==> config.mk <==
export PLATFORM = sky130hd
export DESIGN_NAME = bitmap_shape_drawing_engine
export DESIGN_NICKNAME = d
export VERILOG_FILES = /design/src/rtl/bsde_pkg.sv /design/src/rtl/bsde_ram.sv /design/src/rtl/bsde_front.sv /design/src/rtl/bsde_queue.sv /design/src/rtl/bsde_back.sv /design/src/rtl/bitmap_shape_drawing_engine.sv
export SDC_FILE = /design/constraint.sdc
export NUM_CORES = 2
export LEC_CHECK = 0
export ABC_AREA = 1
export BUFFER_PORTS_ARGS = -buffer_cell sky130_fd_sc_hd__buf_2
export CAP_MARGIN = 20
export CORE_UTILIZATION = 55
export CTS_CLUSTER_SIZE = 30
export DETAILED_ROUTE_END_ITERATION = 10
export PLACE_DENSITY = 0.71
export SYNTH_ARGS = -nofsm -noshare
export SYNTH_HDL_FRONTEND = slang
export SYNTH_HIERARCHICAL = 1
export SYNTH_SLANG_ARGS = --single-unit
==> constraint.sdc <==
create_clock -name clock -period 17.3 [get_ports clock]
set_input_delay 0.865 -clock clock [delete_from_list [all_inputs] [get_ports clock]]
set_output_delay 0.865 -clock clock [all_outputs]
set_load 0.01 [all_outputs]
==> src/rtl/bsde_pkg.sv <==
`default_nettype none

package bsde_pkg;

   // grid size range and default
   localparam int GRID_SIZE_DEF = 32;
   localparam int GRID_MAX      = 64;

   // row and column positions, wide enough for a start plus an extent
   localparam int POS_W = 7;

   // command queue between front and back
   localparam int QUEUE_DEPTH = 2;

   // field widths of one request word
   localparam int OP_W  = 3;
   localparam int RC_W  = 5;
   localparam int EXT_W = 6;

   // operation codes
   localparam logic [OP_W-1:0] OP_CLEAR = 3'd0;
   localparam logic [OP_W-1:0] OP_VLINE = 3'd1;
   localparam logic [OP_W-1:0] OP_HLINE = 3'd2;
   localparam logic [OP_W-1:0] OP_RECT  = 3'd3;
   localparam logic [OP_W-1:0] OP_FILL  = 3'd4;
   localparam logic [OP_W-1:0] OP_READ  = 3'd5;

   typedef enum logic [1:0] {
      KIND_NOP,
      KIND_CLEAR,
      KIND_DRAW,
      KIND_READ
   } kind_type;

   // one classified command, rows [row_lo, row_end) are touched
   typedef struct packed {
      kind_type                kind;
      logic [POS_W-1:0]        row_lo;
      logic [POS_W-1:0]        row_end;
      logic [POS_W-1:0]        row_last;
      logic [GRID_MAX-1:0]     edge_set;
      logic [GRID_MAX-1:0]     mid_set;
      logic [GRID_MAX-1:0]     mid_clr;
      logic                    clip;
   } cmd_type;

   typedef enum logic [3:0] {
      ST_IDLE  = 4'b0001,
      ST_RUN   = 4'b0010,
      ST_DRAIN = 4'b0100,
      ST_READ  = 4'b1000
   } state_type;

   // bits j with lo <= j < hi
   function automatic logic [GRID_MAX-1:0] range_mask(input logic [POS_W-1:0] lo,
                                                      input logic [POS_W-1:0] hi);
      logic [GRID_MAX-1:0] m;
      for (int j = 0; j < GRID_MAX; j++) begin
         m[j] = (POS_W'(j) >= lo) && (POS_W'(j) < hi);
      end
      return m;
   endfunction

   function automatic logic [POS_W-1:0] pos_min(input logic [POS_W-1:0] a,
                                                input logic [POS_W-1:0] b);
      return (a < b) ? a : b;
   endfunction

endpackage

`default_nettype wire

==> src/rtl/bsde_ram.sv <==
`default_nettype none

module bsde_ram
   import bsde_pkg::*;
#(
   parameter int WIDTH = GRID_SIZE_DEF,
   parameter int DEPTH = GRID_SIZE_DEF
) (
   input  wire logic                     clock,
   input  wire logic                     wr_en,
   input  wire logic [$clog2(DEPTH)-1:0] wr_addr,
   input  wire logic [WIDTH-1:0]         wr_data,
   input  wire logic                     rd_en,
   input  wire logic [$clog2(DEPTH)-1:0] rd_addr,
   output      logic [WIDTH-1:0]         rd_data
);

   logic [WIDTH-1:0] mem [DEPTH];

   always_ff @(posedge clock) begin
      if (wr_en) begin
         mem[wr_addr] <= wr_data;
      end
      if (rd_en) begin
         rd_data <= mem[rd_addr];
      end
   end

endmodule

`default_nettype wire

==> src/rtl/bsde_front.sv <==
`default_nettype none

module bsde_front
   import bsde_pkg::*;
#(
   parameter int GRID_SIZE = GRID_SIZE_DEF
) (
   input  wire logic [OP_W-1:0]  operation,
   input  wire logic [RC_W-1:0]  start_row,
   input  wire logic [RC_W-1:0]  start_col,
   input  wire logic [EXT_W-1:0] length,
   input  wire logic [EXT_W-1:0] width,
   input  wire logic [EXT_W-1:0] height,
   output      cmd_type          cmd
);

   localparam logic [POS_W-1:0] LIM = POS_W'(GRID_SIZE);

   logic [POS_W-1:0] row_p;
   logic [POS_W-1:0] col_p;
   logic [POS_W-1:0] len_p;
   logic [POS_W-1:0] w_p;
   logic [POS_W-1:0] h_p;
   logic [POS_W-1:0] row_len_end;
   logic [POS_W-1:0] col_len_end;
   logic [POS_W-1:0] row_h_end;
   logic [POS_W-1:0] col_w_end;
   logic [GRID_MAX-1:0] box_mask;
   logic [GRID_MAX-1:0] side_mask;

   assign row_p       = POS_W'(start_row);
   assign col_p       = POS_W'(start_col);
   assign len_p       = POS_W'(length);
   assign w_p         = POS_W'(width);
   assign h_p         = POS_W'(height);
   assign row_len_end = row_p + len_p;
   assign col_len_end = col_p + len_p;
   assign row_h_end   = row_p + h_p;
   assign col_w_end   = col_p + w_p;
   assign box_mask    = range_mask(col_p, col_w_end);
   assign side_mask   = range_mask(col_p, col_p + POS_W'(1))
                      | range_mask(col_w_end - POS_W'(1), col_w_end);

   always_comb begin
      cmd          = '0;
      cmd.kind     = KIND_NOP;
      cmd.row_lo   = row_p;
      cmd.row_end  = row_p;
      cmd.row_last = row_p;
      unique case (operation)
         OP_CLEAR: begin
            cmd.kind = KIND_CLEAR;
         end
         OP_VLINE: begin
            cmd.kind = KIND_DRAW;
            if (length != '0) begin
               cmd.row_end  = pos_min(row_len_end, LIM);
               cmd.edge_set = range_mask(col_p, col_p + POS_W'(1));
               cmd.mid_set  = cmd.edge_set;
               cmd.clip     = (col_p >= LIM) || (row_len_end > LIM);
            end
         end
         OP_HLINE: begin
            cmd.kind = KIND_DRAW;
            if (length != '0) begin
               cmd.row_end  = (row_p < LIM) ? row_p + POS_W'(1) : row_p;
               cmd.edge_set = range_mask(col_p, col_len_end);
               cmd.mid_set  = cmd.edge_set;
               cmd.clip     = (row_p >= LIM) || (col_len_end > LIM);
            end
         end
         OP_RECT, OP_FILL: begin
            cmd.kind = KIND_DRAW;
            if ((width != '0) && (height != '0)) begin
               cmd.row_end  = pos_min(row_h_end, LIM);
               cmd.row_last = row_h_end - POS_W'(1);
               cmd.edge_set = box_mask;
               if (operation == OP_FILL) begin
                  cmd.mid_set = box_mask;
               end else begin
                  // outline: side columns set, interior cleared
                  cmd.mid_set = side_mask;
                  cmd.mid_clr = box_mask & ~side_mask;
               end
               cmd.clip = (row_h_end > LIM) || (col_w_end > LIM);
            end
         end
         OP_READ: begin
            cmd.kind     = KIND_READ;
            cmd.edge_set = range_mask(col_p, col_p + POS_W'(1));
            cmd.clip     = (row_p >= LIM) || (col_p >= LIM);
         end
         default: begin
            cmd.kind = KIND_NOP;
         end
      endcase
   end

endmodule

`default_nettype wire

==> src/rtl/bsde_queue.sv <==
`default_nettype none

module bsde_queue
   import bsde_pkg::*;
(
   input  wire logic    clock,
   input  wire logic    reset,
   input  wire logic    push,
   input  wire cmd_type push_cmd,
   output      logic    full,
   input  wire logic    pop,
   output      logic    valid,
   output      cmd_type head_cmd
);

   localparam int PTR_W = (QUEUE_DEPTH > 1) ? $clog2(QUEUE_DEPTH) : 1;
   localparam int CNT_W = $clog2(QUEUE_DEPTH + 1);

   cmd_type          slot_ff [QUEUE_DEPTH];
   logic [PTR_W-1:0] wr_ptr_ff, wr_ptr_in;
   logic [PTR_W-1:0] rd_ptr_ff, rd_ptr_in;
   logic [CNT_W-1:0] count_ff, count_in;
   logic             do_push;
   logic             do_pop;

   assign full     = (count_ff == CNT_W'(QUEUE_DEPTH));
   assign valid    = (count_ff != '0);
   assign head_cmd = slot_ff[rd_ptr_ff];
   assign do_push  = push && !full;
   assign do_pop   = pop && valid;

   always_comb begin
      wr_ptr_in = wr_ptr_ff;
      rd_ptr_in = rd_ptr_ff;
      count_in  = count_ff;
      if (do_push) begin
         wr_ptr_in = (wr_ptr_ff == PTR_W'(QUEUE_DEPTH - 1)) ? '0 : wr_ptr_ff + PTR_W'(1);
      end
      if (do_pop) begin
         rd_ptr_in = (rd_ptr_ff == PTR_W'(QUEUE_DEPTH - 1)) ? '0 : rd_ptr_ff + PTR_W'(1);
      end
      if (do_push && !do_pop) begin
         count_in = count_ff + CNT_W'(1);
      end else if (do_pop && !do_push) begin
         count_in = count_ff - CNT_W'(1);
      end
   end

   always_ff @(posedge clock) begin
      if (reset) begin
         wr_ptr_ff <= '0;
         rd_ptr_ff <= '0;
         count_ff  <= '0;
      end else begin
         wr_ptr_ff <= wr_ptr_in;
         rd_ptr_ff <= rd_ptr_in;
         count_ff  <= count_in;
      end
   end

   always_ff @(posedge clock) begin
      if (do_push) begin
         slot_ff[wr_ptr_ff] <= push_cmd;
      end
   end

endmodule

`default_nettype wire

==> src/rtl/bsde_back.sv <==
`default_nettype none

module bsde_back
   import bsde_pkg::*;
#(
   parameter int GRID_SIZE = GRID_SIZE_DEF
) (
   input  wire logic    clock,
   input  wire logic    reset,
   input  wire logic    cmd_valid,
   input  wire cmd_type cmd,
   output      logic    cmd_pop,
   input  wire logic    rsp_ready,
   output      logic    rsp_valid,
   output      logic    rsp_pixel,
   output      logic    rsp_clip
);

   localparam int AW = $clog2(GRID_SIZE);

   state_type            state_ff, state_in;
   cmd_type              cmd_ff, cmd_in;
   logic [POS_W-1:0]     cur_ff, cur_in;
   logic                 pipe_vld_ff, pipe_vld_in;
   logic [AW-1:0]        pipe_row_ff, pipe_row_in;
   logic                 pipe_edge_ff, pipe_edge_in;
   logic [GRID_SIZE-1:0] row_vld_ff, row_vld_in;
   logic                 rsp_valid_ff, rsp_valid_in;
   logic                 rsp_pixel_ff, rsp_pixel_in;
   logic                 rsp_clip_ff, rsp_clip_in;

   logic                 slot_free;
   logic                 rd_en;
   logic [AW-1:0]        rd_addr;
   logic [GRID_SIZE-1:0] ram_q;
   logic [GRID_SIZE-1:0] old_row;
   logic [GRID_SIZE-1:0] set_mask;
   logic [GRID_SIZE-1:0] clr_mask;
   logic [GRID_SIZE-1:0] wr_data;

   bsde_ram #(
      .WIDTH (GRID_SIZE),
      .DEPTH (GRID_SIZE)
   ) u_ram (
      .clock   (clock),
      .wr_en   (pipe_vld_ff),
      .wr_addr (pipe_row_ff),
      .wr_data (wr_data),
      .rd_en   (rd_en),
      .rd_addr (rd_addr),
      .rd_data (ram_q)
   );

   // rows never written since reset or clear read as zero
   assign old_row   = row_vld_ff[pipe_row_ff] ? ram_q : '0;
   assign set_mask  = pipe_edge_ff ? cmd_ff.edge_set[GRID_SIZE-1:0]
                                   : cmd_ff.mid_set[GRID_SIZE-1:0];
   assign clr_mask  = pipe_edge_ff ? '0 : cmd_ff.mid_clr[GRID_SIZE-1:0];
   assign wr_data   = (old_row & ~clr_mask) | set_mask;
   assign slot_free = !rsp_valid_ff || rsp_ready;

   always_comb begin
      state_in     = state_ff;
      cmd_in       = cmd_ff;
      cur_in       = cur_ff;
      pipe_vld_in  = 1'b0;
      pipe_row_in  = pipe_row_ff;
      pipe_edge_in = pipe_edge_ff;
      rsp_valid_in = rsp_valid_ff && !rsp_ready;
      rsp_pixel_in = rsp_pixel_ff;
      rsp_clip_in  = rsp_clip_ff;
      cmd_pop      = 1'b0;
      rd_en        = 1'b0;
      rd_addr      = cur_ff[AW-1:0];
      row_vld_in   = row_vld_ff;
      if (pipe_vld_ff) begin
         row_vld_in[pipe_row_ff] = 1'b1;
      end
      unique case (state_ff)
         ST_IDLE: begin
            if (cmd_valid && slot_free) begin
               cmd_pop = 1'b1;
               cmd_in  = cmd;
               unique case (cmd.kind)
                  KIND_CLEAR: begin
                     row_vld_in   = '0;
                     rsp_valid_in = 1'b1;
                     rsp_pixel_in = 1'b0;
                     rsp_clip_in  = 1'b0;
                  end
                  KIND_READ: begin
                     if (cmd.clip) begin
                        rsp_valid_in = 1'b1;
                        rsp_pixel_in = 1'b0;
                        rsp_clip_in  = 1'b1;
                     end else begin
                        rd_en       = 1'b1;
                        rd_addr     = cmd.row_lo[AW-1:0];
                        pipe_row_in = cmd.row_lo[AW-1:0];
                        state_in    = ST_READ;
                     end
                  end
                  KIND_DRAW: begin
                     if (cmd.row_lo < cmd.row_end) begin
                        cur_in   = cmd.row_lo;
                        state_in = ST_RUN;
                     end else begin
                        rsp_valid_in = 1'b1;
                        rsp_pixel_in = 1'b0;
                        rsp_clip_in  = cmd.clip;
                     end
                  end
                  default: begin
                     rsp_valid_in = 1'b1;
                     rsp_pixel_in = 1'b0;
                     rsp_clip_in  = 1'b0;
                  end
               endcase
            end
         end
         ST_RUN: begin
            // read this row, rewrite it in the following cycle
            rd_en        = 1'b1;
            rd_addr      = cur_ff[AW-1:0];
            pipe_vld_in  = 1'b1;
            pipe_row_in  = cur_ff[AW-1:0];
            pipe_edge_in = (cur_ff == cmd_ff.row_lo) || (cur_ff == cmd_ff.row_last);
            cur_in       = cur_ff + POS_W'(1);
            if (cur_in == cmd_ff.row_end) begin
               state_in = ST_DRAIN;
            end
         end
         ST_DRAIN: begin
            rsp_valid_in = 1'b1;
            rsp_pixel_in = 1'b0;
            rsp_clip_in  = cmd_ff.clip;
            state_in     = ST_IDLE;
         end
         ST_READ: begin
            rsp_valid_in = 1'b1;
            rsp_pixel_in = |(old_row & cmd_ff.edge_set[GRID_SIZE-1:0]);
            rsp_clip_in  = 1'b0;
            state_in     = ST_IDLE;
         end
         default: begin
            state_in = ST_IDLE;
         end
      endcase
   end

   always_ff @(posedge clock) begin
      if (reset) begin
         state_ff     <= ST_IDLE;
         pipe_vld_ff  <= 1'b0;
         row_vld_ff   <= '0;
         rsp_valid_ff <= 1'b0;
      end else begin
         state_ff     <= state_in;
         pipe_vld_ff  <= pipe_vld_in;
         row_vld_ff   <= row_vld_in;
         rsp_valid_ff <= rsp_valid_in;
      end
   end

   always_ff @(posedge clock) begin
      cmd_ff       <= cmd_in;
      cur_ff       <= cur_in;
      pipe_row_ff  <= pipe_row_in;
      pipe_edge_ff <= pipe_edge_in;
      rsp_pixel_ff <= rsp_pixel_in;
      rsp_clip_ff  <= rsp_clip_in;
   end

   assign rsp_valid = rsp_valid_ff;
   assign rsp_pixel = rsp_pixel_ff;
   assign rsp_clip  = rsp_clip_ff;

endmodule

`default_nettype wire

==> src/rtl/bitmap_shape_drawing_engine.sv <==
`default_nettype none

// bitmap_shape_drawing_engine: square one-bit-per-pixel bitmap driven by drawing commands
//
// req channel: one command word per handshake (clear, vertical or horizontal line,
// rectangle outline, filled rectangle, read pixel). rsp channel: exactly one result
// word per command, in command order, with the pixel read and a clipped flag for
// pixels that fell off the grid and were dropped.
// the front decodes each word into row span and column masks and pushes it into a
// two-entry command queue; req_tready drops only while that queue is full.
// the back pops one command at a time and does one row read-modify-write per cycle
// through the single-port-write bitmap ram: a draw steps through its grid rows in the
// run state and then the drain state, a read goes through the read state, and a clear,
// an unused code or a draw that covers no grid rows is answered straight from idle.
// each result is registered before it appears on rsp.
// reset empties the queue, drops any pending result and marks every bitmap row as
// zero at once (per-row valid bits), so there is no clearing sweep.
// when rsp_tready is low the result register holds; the back does not start the
// next command until the register is free, while the front keeps filling the queue.

module bitmap_shape_drawing_engine
   import bsde_pkg::*;
#(
   parameter int GRID_SIZE = GRID_SIZE_DEF
) (
   input  wire logic        clock,
   input  wire logic        reset,
   input  wire logic        req_tvalid,
   output      logic        req_tready,
   // operation[2:0], start_row[7:3], start_col[12:8], length[18:13],
   // width[24:19], height[30:25], zero[31]
   input  wire logic [31:0] req_tdata,
   output      logic        rsp_tvalid,
   input  wire logic        rsp_tready,
   // pixel_value[0], clipped[1], zero[7:2]
   output      logic [7:0]  rsp_tdata
);

   logic [OP_W-1:0]  req_operation;
   logic [RC_W-1:0]  req_start_row;
   logic [RC_W-1:0]  req_start_col;
   logic [EXT_W-1:0] req_length;
   logic [EXT_W-1:0] req_width;
   logic [EXT_W-1:0] req_height;

   cmd_type front_cmd;
   cmd_type head_cmd;
   logic    q_push;
   logic    q_full;
   logic    q_pop;
   logic    q_valid;
   logic    rsp_pixel_value;
   logic    rsp_clipped;

   // unpack request word
   assign req_operation = req_tdata[2:0];
   assign req_start_row = req_tdata[7:3];
   assign req_start_col = req_tdata[12:8];
   assign req_length    = req_tdata[18:13];
   assign req_width     = req_tdata[24:19];
   assign req_height    = req_tdata[30:25];

   assign req_tready = !q_full;
   assign q_push     = req_tvalid && req_tready;

   // decode into row span and column masks
   bsde_front #(
      .GRID_SIZE (GRID_SIZE)
   ) u_front (
      .operation (req_operation),
      .start_row (req_start_row),
      .start_col (req_start_col),
      .length    (req_length),
      .width     (req_width),
      .height    (req_height),
      .cmd       (front_cmd)
   );

   // decouples request intake from drawing
   bsde_queue u_queue (
      .clock    (clock),
      .reset    (reset),
      .push     (q_push),
      .push_cmd (front_cmd),
      .full     (q_full),
      .pop      (q_pop),
      .valid    (q_valid),
      .head_cmd (head_cmd)
   );

   // row-by-row drawing engine with the bitmap ram and result register
   bsde_back #(
      .GRID_SIZE (GRID_SIZE)
   ) u_back (
      .clock     (clock),
      .reset     (reset),
      .cmd_valid (q_valid),
      .cmd       (head_cmd),
      .cmd_pop   (q_pop),
      .rsp_ready (rsp_tready),
      .rsp_valid (rsp_tvalid),
      .rsp_pixel (rsp_pixel_value),
      .rsp_clip  (rsp_clipped)
   );

   assign rsp_tdata = {6'b000000, rsp_clipped, rsp_pixel_value};

   // the back only takes a command that is present in the queue
   a_pop_needs_cmd: assert property (@(posedge clock) disable iff (reset)
      q_pop |-> q_valid)
      else $error("command popped from empty queue");

   // a new command never starts while an untaken result would be overwritten
   a_pop_needs_slot: assert property (@(posedge clock) disable iff (reset)
      q_pop |-> (!rsp_tvalid || rsp_tready))
      else $error("command started with result register occupied");

   // no result is pending right after reset
   a_reset_clears_rsp: assert property (@(posedge clock)
      reset |=> !rsp_tvalid)
      else $error("result valid after reset");

   // a full queue is never pushed
   a_no_push_full: assert property (@(posedge clock) disable iff (reset)
      q_full |-> !q_push)
      else $error("push into full queue");

endmodule

`default_nettype wire

# Yosys cells after proc, flatten, opt, wreduce, memory -nomap -nowiden
# Memories as Yosys holds them, arrays and structs flattened. A register that Yosys moved wholly into a read port is not among the register bits.
# Index checks and enable logic that the tools add are counted.
# totals
ram_bits	1452
input_bits	36
mem_count	2
wordCells	774
regBits	175
# op_classes
n_mux	80
reduce_logical	293
bitwise	8
eq_ne	27
order_cmp	332
add_sub_neg	13
# mem_list
name	depth	width	read_ports	rd_ports_with_merged_regs	write_ports	line_no	source
u_back.u_ram.mem	32	32	1	1	1	bsde_ram.sv:18	logic [WIDTH-1:0] mem [DEPTH];
u_queue.slot_ff	2	214	1	1	1	bsde_queue.sv:19	cmd_type slot_ff [QUEUE_DEPTH];
# ops
op	count
less-than comparator 6 x 7 -> 1 bit, first input constant	96
less-than comparator 5 x 7 -> 1 bit, first input constant	48
logical AND 1 bit	265
2-to-1 mux 128 bit	2
case mux 64 bit (4 select lines)	1
greater-or-equal comparator 6 x 7 -> 1 bit, first input constant	32
2-to-1 mux 32 bit	7
2-to-1 mux 207 bit	1
greater-or-equal comparator 6 x 5 -> 1 bit, first input constant	32
2-to-1 mux 64 bit	3
case mux 64 bit (3 select lines)	1
less-than comparator 4 x 7 -> 1 bit, first input constant	24
greater-or-equal comparator 5 x 7 -> 1 bit, first input constant	16
less-than comparator 3 x 7 -> 1 bit, first input constant	12
greater-or-equal comparator 5 bit, first input constant	16
bitwise AND 32 bit	2
bitwise AND 64 bit	1
NOT 64 bit	1
bitwise OR 32 bit	2
bitwise OR 64 bit	1
2-to-1 mux 7 bit	9
greater-or-equal comparator 4 x 7 -> 1 bit, first input constant	8
less-than comparator 1 x 7 -> 1 bit, first input constant	6
less-than comparator 2 x 7 -> 1 bit, first input constant	6
61 further kinds	161

# Longest topological paths before layout
# depth
word_depth	10
ltp_mapped	21
ltp_nobuf	18

# By module
# The synthesis kept the hierarchy.
# by_module_without_submodules
module	instances	area_per_inst_um2	cells_each
bsde_ram	1	42726.0	3536
bsde_queue	1	16397.0	709
bsde_front	1	7666.1	1616
bsde_back	1	7613.6	728
bitmap_shape_drawing_engine	1	77.6	12

# Worst setup path after synthesis
# OpenSTA, ideal clock, no wires.
# synth_timing
kind	input -> register
start	input req_tvalid
end	memory u_queue/slot_ff[0][0] (netlist bit), enable pin
path_stages	4
arrival_time_ns	10.064
path_slack_ns	6.439
path_cell_list	inv_1 > nor2_2 > o21ai_0 > nor2_1
# synth_between
elab_chain_len	4
# synth_lines
item	line_no	source
start, declared	bitmap_shape_drawing_engine.sv:28	input wire logic req_tvalid,
logical AND 1 bit	bitmap_shape_drawing_engine.sv:64	assign q_push = req_tvalid && req_tready;
via q_push	bitmap_shape_drawing_engine.sv:48	logic q_push;
logical AND 1 bit	bsde_queue.sv:29	assign do_push = push && !full;
2-to-1 mux 1 bit	bsde_queue.sv:62	if (do_push) begin
2-to-1 mux 1 bit (implied by the code)	bsde_queue.sv:63	slot_ff[wr_ptr_ff] <= push_cmd;
end, declared	bsde_queue.sv:19	
# The timed path passes the listed nets, and every way through them passes these cells.

==> flow_summary.yaml <==
grt:
  grt_pass1_wl_um: 251100
  grt_max_degree: 253
  grt_overflow: 0
  globalRouteTotalUtil: 0.2785
  grt_pass1_vias: 41740
  antenna_found_initial: 7
floorplanning:
  pin_count: 46
  placementRows: 125
  core_mm2: 0.1168
  die_h_um: 346.2
  initial_core_util: 0.5577
  die_x_um: 346.2
  die_area_mm2: 0.1199
logic_synthesis:
  yosysWarnings: 6
  syn_area_per_cell_um2: 11.18
  synth.cell_area_mm2: 0.06516
  synthCells: 5828
cts:
  cts_buffers: 149
  clock_latency_ns: 0.75
  cts_num_sinks: 1472
  clk_pin_slew_worst_paths_ns: 0.06
  ctsResizeCount: 0
  ctsRootBufferMaster: "clkbuf_16"
  cts_tree: "done"
  cts_hold_buf: 0
  cts_htree_levels: 4
  post_cts_buffers: 0
  cts_buffer_depth: 3
drt:
  via_per_inst: 5.816
  vias: 43240
  drcViolationCount: 0
  post_drt_wl_per_cell_um: 22.58
  ant_nets: 0
  drt_iter0_drc: 4842
  routed_wl_um: 167900
  firstDrtPassIters: 7
sta:
  hold_viol_final: 0
  slew_headroom: 0.1196
  max_freq_mhz: 157.7
  period_share: 0.3666
  finClkSkew_ns: 0.02764
  setup_viol: 0
  finalSetupTns_ns: 0
  finalCriticalPeriod_ns: 6.342
  hold_ws_ns: 0.4250
  worstMarginPinSlew_ns: 1.321
  maxSlewViolCount: 0
  rsz0062_at_grt: "no"
worst_setup_path:
  setup.worst_path.start_class: "flip-flop"
  required_ns: 17.75
  endpoint_kind: "flip-flop"
  critical_path_class: "reg2reg"
  worst-path-max-fanout: 126
  cp.arrival_ns: 6.79
power:
  p_leak_nw: 27.05
  irDropWorstVdd_uv: 166.9
  powerDensity_mw_per_mm2: 157.2
layout:
  drive_gt1_frac: 0.09460
  final_core_util: 0.6083
  syn_to_final_growth_pct: 9.061
  fin_nets: 5877
placement:
  numPortBuffers: 38
  gp_congestion: 0.9502
  hpwl_um: 96900
worst_hold_path:
  hp-class: "in2reg"
status:
  status: "complete, no violations"
run:
  maxCapViolCount: 0
==> critical path: stages (launching register included) <==
cell	delay [ns]
dfxtp_4	0.53
mux2_2	0.43
nor3_1	0.25
nand2_1	0.50
nor2_1	0.40
a21oi_4	0.06
buf_12	0.21
inv_8	0.74
buf_4	0.90
buf_4	0.81
nand3_1	0.16
nand3_1	0.12
nand2_1	0.07
nand2_1	0.08
nand2_1	0.13
nand2_1	0.10
nand2_1	0.18
==> power breakdown <==
part | switching, mW | internal, mW
Clock | 1.29 | 1.74
Sequential | 0.125 | 4.75
Combinational | 2.34 | 0.927
==> flip-flops by register name (all words and copies together) (netlist names), named ones only <==
register / cells
u_back/cur_ff: 7
u_queue/slot_ff: 240
u_queue/wr_ptr_ff: 1
u_back/u_ram/mem: 1024
u_back/u_ram/rd_data: 32
u_back/cmd_ff: 118
u_back/rsp_valid: 1
u_back/rsp_pixel: 1
u_back/state_ff: 4
u_queue/count_ff: 2
u_back/pipe_row_ff: 5
u_back/row_vld_ff: 32
u_back/pipe_vld_ff: 1
u_back/pipe_edge_ff: 1
u_queue/rd_ptr_ff: 1
u_back/rsp_clip: 1
==> cell usage in the layout, fill, tap and decap left out, drive strengths merged, types with 4 or more instances in the layout <==
cell	n
edfxtp	1429
or2	6
a21oi	122
inv	286
nand3	902
nand2	1895
o21ai	118
o211ai	45
a31oi	12
a211oi	6
mux2i	31
xor2	23
o31ai	6
nor3	59
clkinv	50
dfxtp	43
clkbuf	198
nor4	6
conb	9
nand4	18
mux2	120
bufinv	9
a22oi	6
ha	38
nor2	305
buf	132
xnor2	11
fa	4
==> through the flow <==
stage               instance area [um^2]  worst slack, ns  total power [mW]  instances
floorplan                          65190            8.895             7.209       5835
global placement                   66100            11.11             7.988       7152
detailed placement                 66130            11.06             8.071       7153
CTS                                70640            11.03             11.09       7414
global route                       71060            10.69             11.68       7434
finish                             71070            10.96             11.17       7435
==> routing by layer <==
metal	wire length, um	up-vias	global-route usage
met5	3	-	0
met4	6028	2	0.1107
met3	13320	358	0.04345
met2	82650	1752	0.4681
met1	65910	21020	0.3635
li1	-	20110	-
==> worst paths after layout <==
kind | start | endpoint | slack [ns] | cells after the start
worst max-delay path | flip-flop | u_back/u_ram/rd_data[9] | 10.96 | 16
worst min register to register | u_back/row_vld_ff[29] | u_back/row_vld_ff[29] | 0.48 | 2
worst max register to register | flip-flop | u_back/u_ram/rd_data[9] | 10.96 | 16
worst min-delay path | reset | u_back/state_ff[3] | 0.42 | 2
==> final cells by class <==
type | instances | area, um^2
timing repair buffer | 133 | 1254
inverter | 283 | 1095
clock inverter | 64 | 558.0
clock buffer | 197 | 3951
tap | 1524 | 1907
fill | 8994 | 45770
multi-input combinational | 3760 | 18520
antenna | 2 | 5.005
sequential | 1472 | 43780
(Power assumes the default switching activity.)
